<file path="config.mk">
export PLATFORM = sky130hd
export DESIGN_NAME = gld_ctrl
export DESIGN_NICKNAME = d
export VERILOG_FILES = /design/src/rtl/gld_pkg.sv /design/src/rtl/gld_ctrl.sv
export SDC_FILE = /design/constraint.sdc
export NUM_CORES = 1
export LEC_CHECK = 0
export BUFFER_PORTS_ARGS = -buffer_cell sky130_fd_sc_hd__buf_2
export CAP_MARGIN = 15
export CORE_MARGIN = 1.5
export CORE_UTILIZATION = 40
export CTS_BUF_LIST = sky130_fd_sc_hd__clkbuf_2 sky130_fd_sc_hd__clkbuf_4 sky130_fd_sc_hd__clkbuf_8
export DETAILED_ROUTE_END_ITERATION = 16
export PLACE_DENSITY = 0.82
export RECOVER_POWER = 50
export SLEW_MARGIN = 20
export SYNTH_ARGS = -nofsm -noshare
export SYNTH_HDL_FRONTEND = slang
export SYNTH_SLANG_ARGS = --single-unit
</file>
<file path="constraint.sdc">
create_clock -name clock -period 1.9 [get_ports clock]
set_clock_uncertainty 0.05 [all_clocks]
set_input_delay 0.285 -clock clock [delete_from_list [all_inputs] [get_ports clock]]
set_output_delay 0.285 -clock clock [all_outputs]
set_load 0.01 [all_outputs]
</file>
<file path="src/rtl/gld_pkg.sv">
`default_nettype none
// ----------------------------------------------------------------------------
// gld_pkg
// Shared types and constants of the GIF LZW decoder.
// ----------------------------------------------------------------------------
package gld_pkg;

   localparam int DEFAULT_MAX_CODE_BITS = 12;
   localparam int ADDR_BITS   = 12;
   localparam int CNT_BITS    = 13;
   localparam int STORE_DEPTH = 4096;
   localparam logic [3:0] MIN_SIZE_RESET = 4'd8;
   localparam logic [3:0] MIN_SIZE_LOW   = 4'd2;
   localparam logic [3:0] MIN_SIZE_HIGH  = 4'd8;

   localparam logic [2:0] STATUS_OK    = 3'd0;
   localparam logic [2:0] STATUS_END   = 3'd1;
   localparam logic [2:0] STATUS_BAD   = 3'd2;
   localparam logic [2:0] STATUS_CLEAR = 3'd3;
   localparam logic [2:0] STATUS_EMPTY = 3'd4;

   localparam logic REG_MIN_CODE_SIZE = 1'b0;

   typedef enum logic [2:0] {
      KIND_END     = 3'd0,
      KIND_CLEAR   = 3'd1,
      KIND_LITERAL = 3'd2,
      KIND_HIT     = 3'd3,
      KIND_NEW     = 3'd4,
      KIND_BAD     = 3'd5
   } kind_type;

   typedef struct packed {
      logic       load;
      logic       set_res;
      logic [2:0] status;
      logic       clear_stack;
      logic       do_clear;
      logic       clr_after;
      logic       k_from_code;
      logic       rd_first;
      logic       k_from_first;
      logic       k_from_prev;
      logic       add_entry;
      logic       walk_init;
      logic       walk_rd;
      logic       walk_step;
      logic       walk_root;
      logic       pop_start;
      logic       pop_finish;
      logic       rsp_load;
   } cmd_type;

   typedef struct packed {
      kind_type kind;
      logic     is_drain;
      logic     code_is_root;
      logic     stack_empty;
      logic     walk_more;
      logic     rsp_free;
   } stat_type;

endpackage
`default_nettype wire

</file>
<file path="src/rtl/gld_ctrl.sv">
`default_nettype none
// ----------------------------------------------------------------------------
// gld_ctrl
// Sequencer that steps the datapath through one code or one drain.
// ----------------------------------------------------------------------------
module gld_ctrl (
   input  wire logic             clock,
   input  wire logic             reset,
   input  wire logic             req_tvalid,
   output logic                  req_tready,
   input  wire gld_pkg::stat_type stat,
   output gld_pkg::cmd_type      cmd
);

   typedef enum logic [7:0] {
      ST_IDLE   = 8'b0000_0001,
      ST_DECIDE = 8'b0000_0010,
      ST_LOOKUP = 8'b0000_0100,
      ST_ADD    = 8'b0000_1000,
      ST_WCHK   = 8'b0001_0000,
      ST_WSTEP  = 8'b0010_0000,
      ST_POP    = 8'b0100_0000,
      ST_RESP   = 8'b1000_0000
   } state_type;

   state_type state_ff, state_in;

   assign req_tready = (state_ff == ST_IDLE) && stat.rsp_free;

   always_comb begin
      cmd      = '0;
      state_in = state_ff;
      case (state_ff)
         ST_IDLE: begin
            if (req_tvalid && req_tready) begin
               cmd.load = 1'b1;
               state_in = ST_DECIDE;
            end
         end
         ST_DECIDE: begin
            cmd.set_res = 1'b1;
            cmd.status  = gld_pkg::STATUS_OK;
            if (stat.is_drain) begin
               if (stat.stack_empty) begin
                  cmd.status = gld_pkg::STATUS_EMPTY;
                  state_in   = ST_RESP;
               end else begin
                  cmd.pop_start = 1'b1;
                  state_in      = ST_POP;
               end
            end else begin
               cmd.clear_stack = 1'b1;
               case (stat.kind)
                  gld_pkg::KIND_END: begin
                     cmd.status = gld_pkg::STATUS_END;
                     state_in   = ST_RESP;
                  end
                  gld_pkg::KIND_CLEAR: begin
                     cmd.status   = gld_pkg::STATUS_CLEAR;
                     cmd.do_clear = 1'b1;
                     state_in     = ST_RESP;
                  end
                  gld_pkg::KIND_LITERAL: begin
                     cmd.k_from_code = 1'b1;
                     cmd.clr_after   = 1'b1;
                     cmd.walk_init   = 1'b1;
                     state_in        = ST_WCHK;
                  end
                  gld_pkg::KIND_HIT: begin
                     if (stat.code_is_root) begin
                        cmd.k_from_code = 1'b1;
                        state_in        = ST_ADD;
                     end else begin
                        cmd.rd_first = 1'b1;
                        state_in     = ST_LOOKUP;
                     end
                  end
                  gld_pkg::KIND_NEW: begin
                     cmd.k_from_prev = 1'b1;
                     state_in        = ST_ADD;
                  end
                  default: begin
                     cmd.status = gld_pkg::STATUS_BAD;
                     state_in   = ST_RESP;
                  end
               endcase
            end
         end
         ST_LOOKUP: begin
            cmd.k_from_first = 1'b1;
            state_in         = ST_ADD;
         end
         ST_ADD: begin
            cmd.add_entry = 1'b1;
            cmd.walk_init = 1'b1;
            state_in      = ST_WCHK;
         end
         ST_WCHK: begin
            if (stat.walk_more) begin
               cmd.walk_rd = 1'b1;
               state_in    = ST_WSTEP;
            end else begin
               cmd.walk_root = 1'b1;
               state_in      = ST_RESP;
            end
         end
         ST_WSTEP: begin
            cmd.walk_step = 1'b1;
            state_in      = ST_WCHK;
         end
         ST_POP: begin
            cmd.pop_finish = 1'b1;
            state_in       = ST_RESP;
         end
         ST_RESP: begin
            cmd.rsp_load = 1'b1;
            state_in     = ST_IDLE;
         end
         default: state_in = ST_IDLE;
      endcase
   end

   always_ff @(posedge clock) begin
      if (reset) begin
         state_ff <= ST_IDLE;
      end else begin
         state_ff <= state_in;
      end
   end

endmodule
`default_nettype wire

</file>
==> impl_metrics.yaml, run 1 <==
outcome:
  status: "finished, violations left"
  violations: "negative setup slack"
timing:
  finalWorstSetupSlack_ns: -0.377
  slew_viol_final: 0
  hold_viol_final: 0
  setup_violations: 18
  setup_tns_ns: -4.14
  layout_min_cycle_time_ns: 2.28
  whs_ns: 0.187
  max_freq_ghz: 0.439
  worst-slew-pin-transition_ns: 0.389
  maxSlewHeadroom_pct: 74.0
  fin_crit_sh_pct: 120
  rsz0062_at_grt: "yes"
clock_network:
  clk_latency_ns: 0.26
  cts-root-buf: "clkbuf_4"
  numCtsBuffers: 3
  h-tree-depth: 1
  clkSlewWorstSetupHoldPaths_ns: 0.07
  cts_tree: "built"
  cts_hold_buf: 0
  clock_path_buffers: 2
  cts_sinks: 8
floorplan:
  dieArea_mm2: 0.00165
  die_w_um: 40.6
  pin_count: 32
  rows: 13
  start_util_pct: 43.4
  die_h_um: 40.6
  core-area_mm2: 0.00130
critical_path:
  cp-end-kind: "output pin"
  path_class: "reg -> out"
  worst-r2r-setup-slack_ns: 0.06
  regToRegStartpoint: "state_ff[2]$_SDFFE_PP0P_"
  cp_max_fo: 7
  crit_start: "state_ff[2]$_SDFFE_PP0P_"
  worstPathArrival_ns: 1.94
  crit_required_ns: 1.56
  worstSetupStartpointType: "register"
place:
  portBuffers: 31
  place_hpwl_um: 1410
  dp.cells: 131
  gp_congestion: 0.793
synthesis:
  yosys_warnings: 0
  yosys-top-cells-area: "dfxtp_1 28%, and2_1 6.7%, nor3b_1 5.3%"
  synth_top_area_share_pct: 28.4
  synth_seq_cells: 8
  synthCells: 71
  synth_cell_type_count: 29
  syn_area_um2: 564
  synthMuxAreaShare_pct: 0
  synth_nets: 82
  synth_area_per_cell_um2: 7.95
  yosys.area_share.xor_xnor_pct: 3.10
  synth_seq_area_share_pct: 28.4
  synthAdderAreaFrac_pct: 0
  synth-compound-area-share_pct: 13.1
  yosys.area_share.simple_pct: 49.4
  synth_top_family_by_area: "simple AND/OR/NAND/NOR gates"
  synth_top_cell_by_area: "dfxtp_1"
global_route:
  use_met2_pct: 53.2
  grt_max_degree: 8
  grt.busiest_layer: "met2"
  grt_overflow: 0
  grt_use_met3_pct: 4.44
  grt_pass1_wl_um: 3090
  grt_pass1_vias: 707
  antenna_found_initial: 0
  grt_usage_pct: 29.9
  use_met1_pct: 32.7
power:
  powerDensity_mw_per_mm2: 371
  power_leakage_nw: 0.531
  peakVddDrop_v: 0.000389
layout:
  regArea_um2: 166
  regMostFlops: "state_ff"
  syn_to_final_growth_pct: 99.3
  layout.cells.non_filler: 140
  fin_nets: 138
  drive_gt1_share_pct: 68.0
  largest_reg_flops: 8
  diodes: 0
  multi_input_area_um2: 507
  nFillCells: 78
  reg.largest.list: "state_ff x8"
routing:
  post-route-drc-count: 0
  viasPerCell: 5.80
  drtPass1Iterations: 4
  routed_wl_um: 2400
  drt_iter0_markers: 26
  num_vias: 812
  antenna_left: 0
  routedWlPerCell_um: 17.2
min_path:
  min-delay-start: "reset"
  hold_path_class: "in -> reg"
job:
  maxCapViolCount: 0
logic make-up (layout without fill, tap and decap cells):
kind of cell,after synthesis,after routing
xor gates and xnor gates,2,2
AOI/OAI and AO/OA,9,9
buffers and inverters,7,61
and+or+nand+nor,45,45
DFF,8,8
cells in the mapped netlist:
cell type	instances
dfxtp_1	8
nor2_1	7
and2_1	6
inv_1	5
nor3_1	5
nor3b_1	4
and3_1	3
nand3_1	3
a21oi_1	2
a31oi_1	2
nand2_1	2
nor2b_1	2
nor4_1	2
nor4b_1	2
o21a_1	2
or3_1	2
xnor2_1	2
and4b_1	1
buf_6	1
inv_2	1
nand2b_1	1
nand4b_1	1
nor3_2	1
o22ai_1	1
o31ai_4	1
o41ai_1	1
or2b_1	1
or4_4	1
or4b_1	1
where the power goes:
group	internal (mW)	switching (mW)	leakage (nW)
Sequential	0.172	0.00505	0.0665
Combinational	0.0464	0.0540	0.451
Clock	0.0727	0.0680	0.0138
Total	0.291	0.127	0.531
layout make-up:
| cell class | instances | area share [%] |
|---|---|---|
| Clock buffer | 3 | 2.00 |
| Sequential cell | 8 | 14.8 |
| Multi-Input combinational cell | 56 | 45.1 |
| Timing Repair Buffer | 52 | 34.5 |
| Tap cell | 15 | 1.67 |
| Inverter | 6 | 2.00 |
final timing paths:
kind                                    to  cells after the start
setup / recovery                   cmd[13]                      5
hold / removal    state_ff[7]$_SDFFE_PP0P_                      2
setup reg to reg  state_ff[4]$_SDFFE_PP0P_                      5
hold reg to reg   state_ff[5]$_SDFFE_PP0P_                      3
through the flow:
| step | instance area, um2 | power, mW | setup slack, ns | utilization, % |
|---|---|---|---|---|
| floorplan | 593 | 0.210 | -0.148 | - |
| global placement | 868 | 0.244 | -0.166 | 66.7 |
| detailed placement | 868 | 0.247 | -0.180 | 66.7 |
| CTS | 1020 | 0.391 | -0.430 | 78.7 |
| global route | 1120 | 0.427 | -0.420 | 86.4 |
| finish | 1120 | 0.418 | -0.377 | 86.4 |
cell usage in the layout, fill, tap and decap left out, drive strengths merged, types with 3 or more instances in the layout:
master	netlist	routed
buf	1	51
dfxtp	8	8
nor2	7	7
and2	6	6
inv	6	6
nor3	6	6
nor3b	4	4
clkbuf	0	4
and3	3	3
nand3	3	3
worst max-delay path, cell delays in order (launching register included):
cell,delay [ns]
dfxtp_2,0.32
or4b_4,0.54
or3_4,0.42
nor3_4,0.14
and2_4,0.16
buf_6,0.09
what timing repair did:
action,4_1_cts,5_1_grt
gates resized for setup,24,22
endpoints found under the setup margin,17,20
buffers inserted,4,5
cloned,0,0
pin swaps,8,10
metal layers:
metal  routed length [um]  share of wire, %
met2                 1260                52
met5                    0                 0
met3                  131               5.5
met1                  925                39
met4                   87               3.6
Note: power is estimated with default switching activity, not from simulation.
==> run 2, diff against run 1 <==
--- a/config.mk
+++ b/config.mk
@@ -7,13 +7,16 @@
 export LEC_CHECK = 0
 export BUFFER_PORTS_ARGS = -buffer_cell sky130_fd_sc_hd__buf_2
 export CAP_MARGIN = 15
-export CORE_MARGIN = 1.5
-export CORE_UTILIZATION = 40
+export CELL_PAD_IN_SITES_DETAIL_PLACEMENT = 1
+export CELL_PAD_IN_SITES_GLOBAL_PLACEMENT = 1
+export CORE_ASPECT_RATIO = 1.1
+export CORE_MARGIN = 2
+export CORE_UTILIZATION = 27
 export CTS_BUF_LIST = sky130_fd_sc_hd__clkbuf_2 sky130_fd_sc_hd__clkbuf_4 sky130_fd_sc_hd__clkbuf_8
 export DETAILED_ROUTE_END_ITERATION = 16
-export PLACE_DENSITY = 0.82
+export PLACE_DENSITY = 0.81
 export RECOVER_POWER = 50
-export SLEW_MARGIN = 20
+export SLEW_MARGIN = 25
 export SYNTH_ARGS = -nofsm -noshare
 export SYNTH_HDL_FRONTEND = slang
 export SYNTH_SLANG_ARGS = --single-unit
==> run 2 against run 1 <==
Effect of this change:
- the run still ends with negative setup slack left
- final cell count up 13%
- sequential power hardly changed
- combinational power is 17% higher
==> impl_metrics.yaml, run 2 (synthesized netlist as in run 1, its figures left out) <==
outcome:
  status: "finished, violations left"
  violations: "negative setup slack"
timing:
  max_freq_ghz: 0.413
  maxSlewHeadroom_pct: 71.6
  rsz0062_at_grt: "yes"
  layout_min_cycle_time_ns: 2.42
  finalWorstSetupSlack_ns: -0.518
  worst-slew-pin-transition_ns: 0.426
  setup_violations: 19
  fin_crit_sh_pct: 127
  hold_viol_final: 0
  slew_viol_final: 0
critical_path:
  worst-r2r-setup-slack_ns: -0.19
  worstPathArrival_ns: 2.08
  cp_max_fo: 7
  worstSetupStartpointType: "register"
  crit_required_ns: 1.56
  cp-end-kind: "output pin"
  path_class: "reg -> out"
  rr_worst_depth: 9
routing:
  drt_iter0_markers: 8
  viasPerCell: 5.22
  antenna_left: 0
  drtPass1Iterations: 4
  num_vias: 825
  post-route-drc-count: 0
  routedWlPerCell_um: 19.8
  routed_wl_um: 3130
clock_network:
  clock_path_buffers: 2
  h-tree-depth: 1
  cts_hold_buf: 0
  cts_sinks: 8
  clk_latency_ns: 0.27
  cts_tree: "built"
  cts-root-buf: "clkbuf_4"
  clkSlewWorstSetupHoldPaths_ns: 0.06
  numCtsBuffers: 3
global_route:
  grt_max_degree: 8
  antenna_found_initial: 0
  grt_overflow: 0
  grt_pass1_vias: 890
  grt_pass1_wl_um: 4280
  grt_usage_pct: 26.1
min_path:
  hold_path_class: "in -> reg"
  whs_path_depth: 2
floorplan:
  rows: 17
  die_h_um: 51.9
  core-area_mm2: 0.00200
  start_util_pct: 28.2
  dieArea_mm2: 0.00247
  pin_count: 32
  die_w_um: 47.6
power:
  clock_power_share_pct: 33.0
  power_mw: 0.435
  powerDensity_mw_per_mm2: 375
  pwr-share-seq_pct: 40.0
  pwr-share-comb_pct: 26.9
  netSwitchingFraction_pct: 30.8
  power_leakage_nw: 0.559
  peakVddDrop_v: 0.000304
  p_int_mw: 0.301
  p_sw_mw: 0.134
place:
  portBuffers: 31
  dp.cells: 144
  place_ws_ns: -0.208
  place_hpwl_um: 1650
  place_area_um2: 885
  gp_congestion: 0.786
layout:
  mostFrequentLayoutCell: "buf_2"
  drive_gt1_share_pct: 66.9
  mostFrequentLayoutCells: "23 x buf_2, 21 x buf_4, 13 x buf_6"
  syn_to_final_growth_pct: 106
  utilization_pct: 58.1
  largest_reg_flops: 8
  layout.cells.non_filler: 158
  regMostFlops: "state_ff"
  fin_nets: 143
  stdcell_area_mm2: 0.00116
  diodes: 0
  reg.largest.list: "state_ff x8"
job:
  maxCapViolCount: 0
[run 2: final cells by class]
class,count,area (um2)
Fill cell,245,838
Clock buffer,3,22.5
Multi-Input combinational cell,56,493
Inverter,6,25.0
Tap cell,28,35.0
Sequential cell,8,166
Timing Repair Buffer,57,419
[run 2: stage by stage]
step	hold WS [ns]	setup TNS (ns)
2_1_floorplan	0.304	-0.573
3_3_place_gp	0.455	-1.14
3_5_place_dp	0.470	-1.31
4_1_cts	0.194	-4.38
5_1_grt	0.208	-6.57
6_report	0.205	-5.30
[run 2: repair_timing]
item,CTS,global route
hold endpoints to repair,0,0
buffers inserted,8,7
pin swaps,10,10
endpoints found under the setup margin,19,22
gates resized for setup,26,20
[run 2: per-layer routing]
layer,wire length [um],global-route usage (%)
met3,142,6.25
met4,162,18.9
met2,1720,44.4
met5,0,0
met1,1100,26.5
[run 2: path summary, 6_finish.rpt]
check                           start                        to
min reg2reg  state_ff[3]$_SDFFE_PP0P_  state_ff[3]$_SDFFE_PP0P_
min                             reset  state_ff[7]$_SDFFE_PP0P_
max reg2reg  state_ff[2]$_SDFFE_PP0P_  state_ff[7]$_SDFFE_PP0P_
max          state_ff[5]$_SDFFE_PP0P_                   cmd[11]
[run 2: power groups by stage]
| stage | logic [mW] | registers, mW | clock network, mW |
|---|---|---|---|
| 6_report | 0.117 | 0.174 | 0.144 |
| 3_5_place_dp | 0.0755 | 0.177 | 0 |
| 5_1_grt | 0.126 | 0.175 | 0.160 |
| 4_1_cts | 0.0986 | 0.173 | 0.132 |
| 3_3_place_gp | 0.0712 | 0.176 | 0 |
| 2_1_floorplan | 0.0330 | 0.177 | 0 |
[run 2: worst max-delay path, stage by stage, from the launching register on]
cell and delay, ns:
dfxtp_2 0.34, or4_4 0.52, or3_4 0.47, nor3_1 0.29
buf_2 0.19
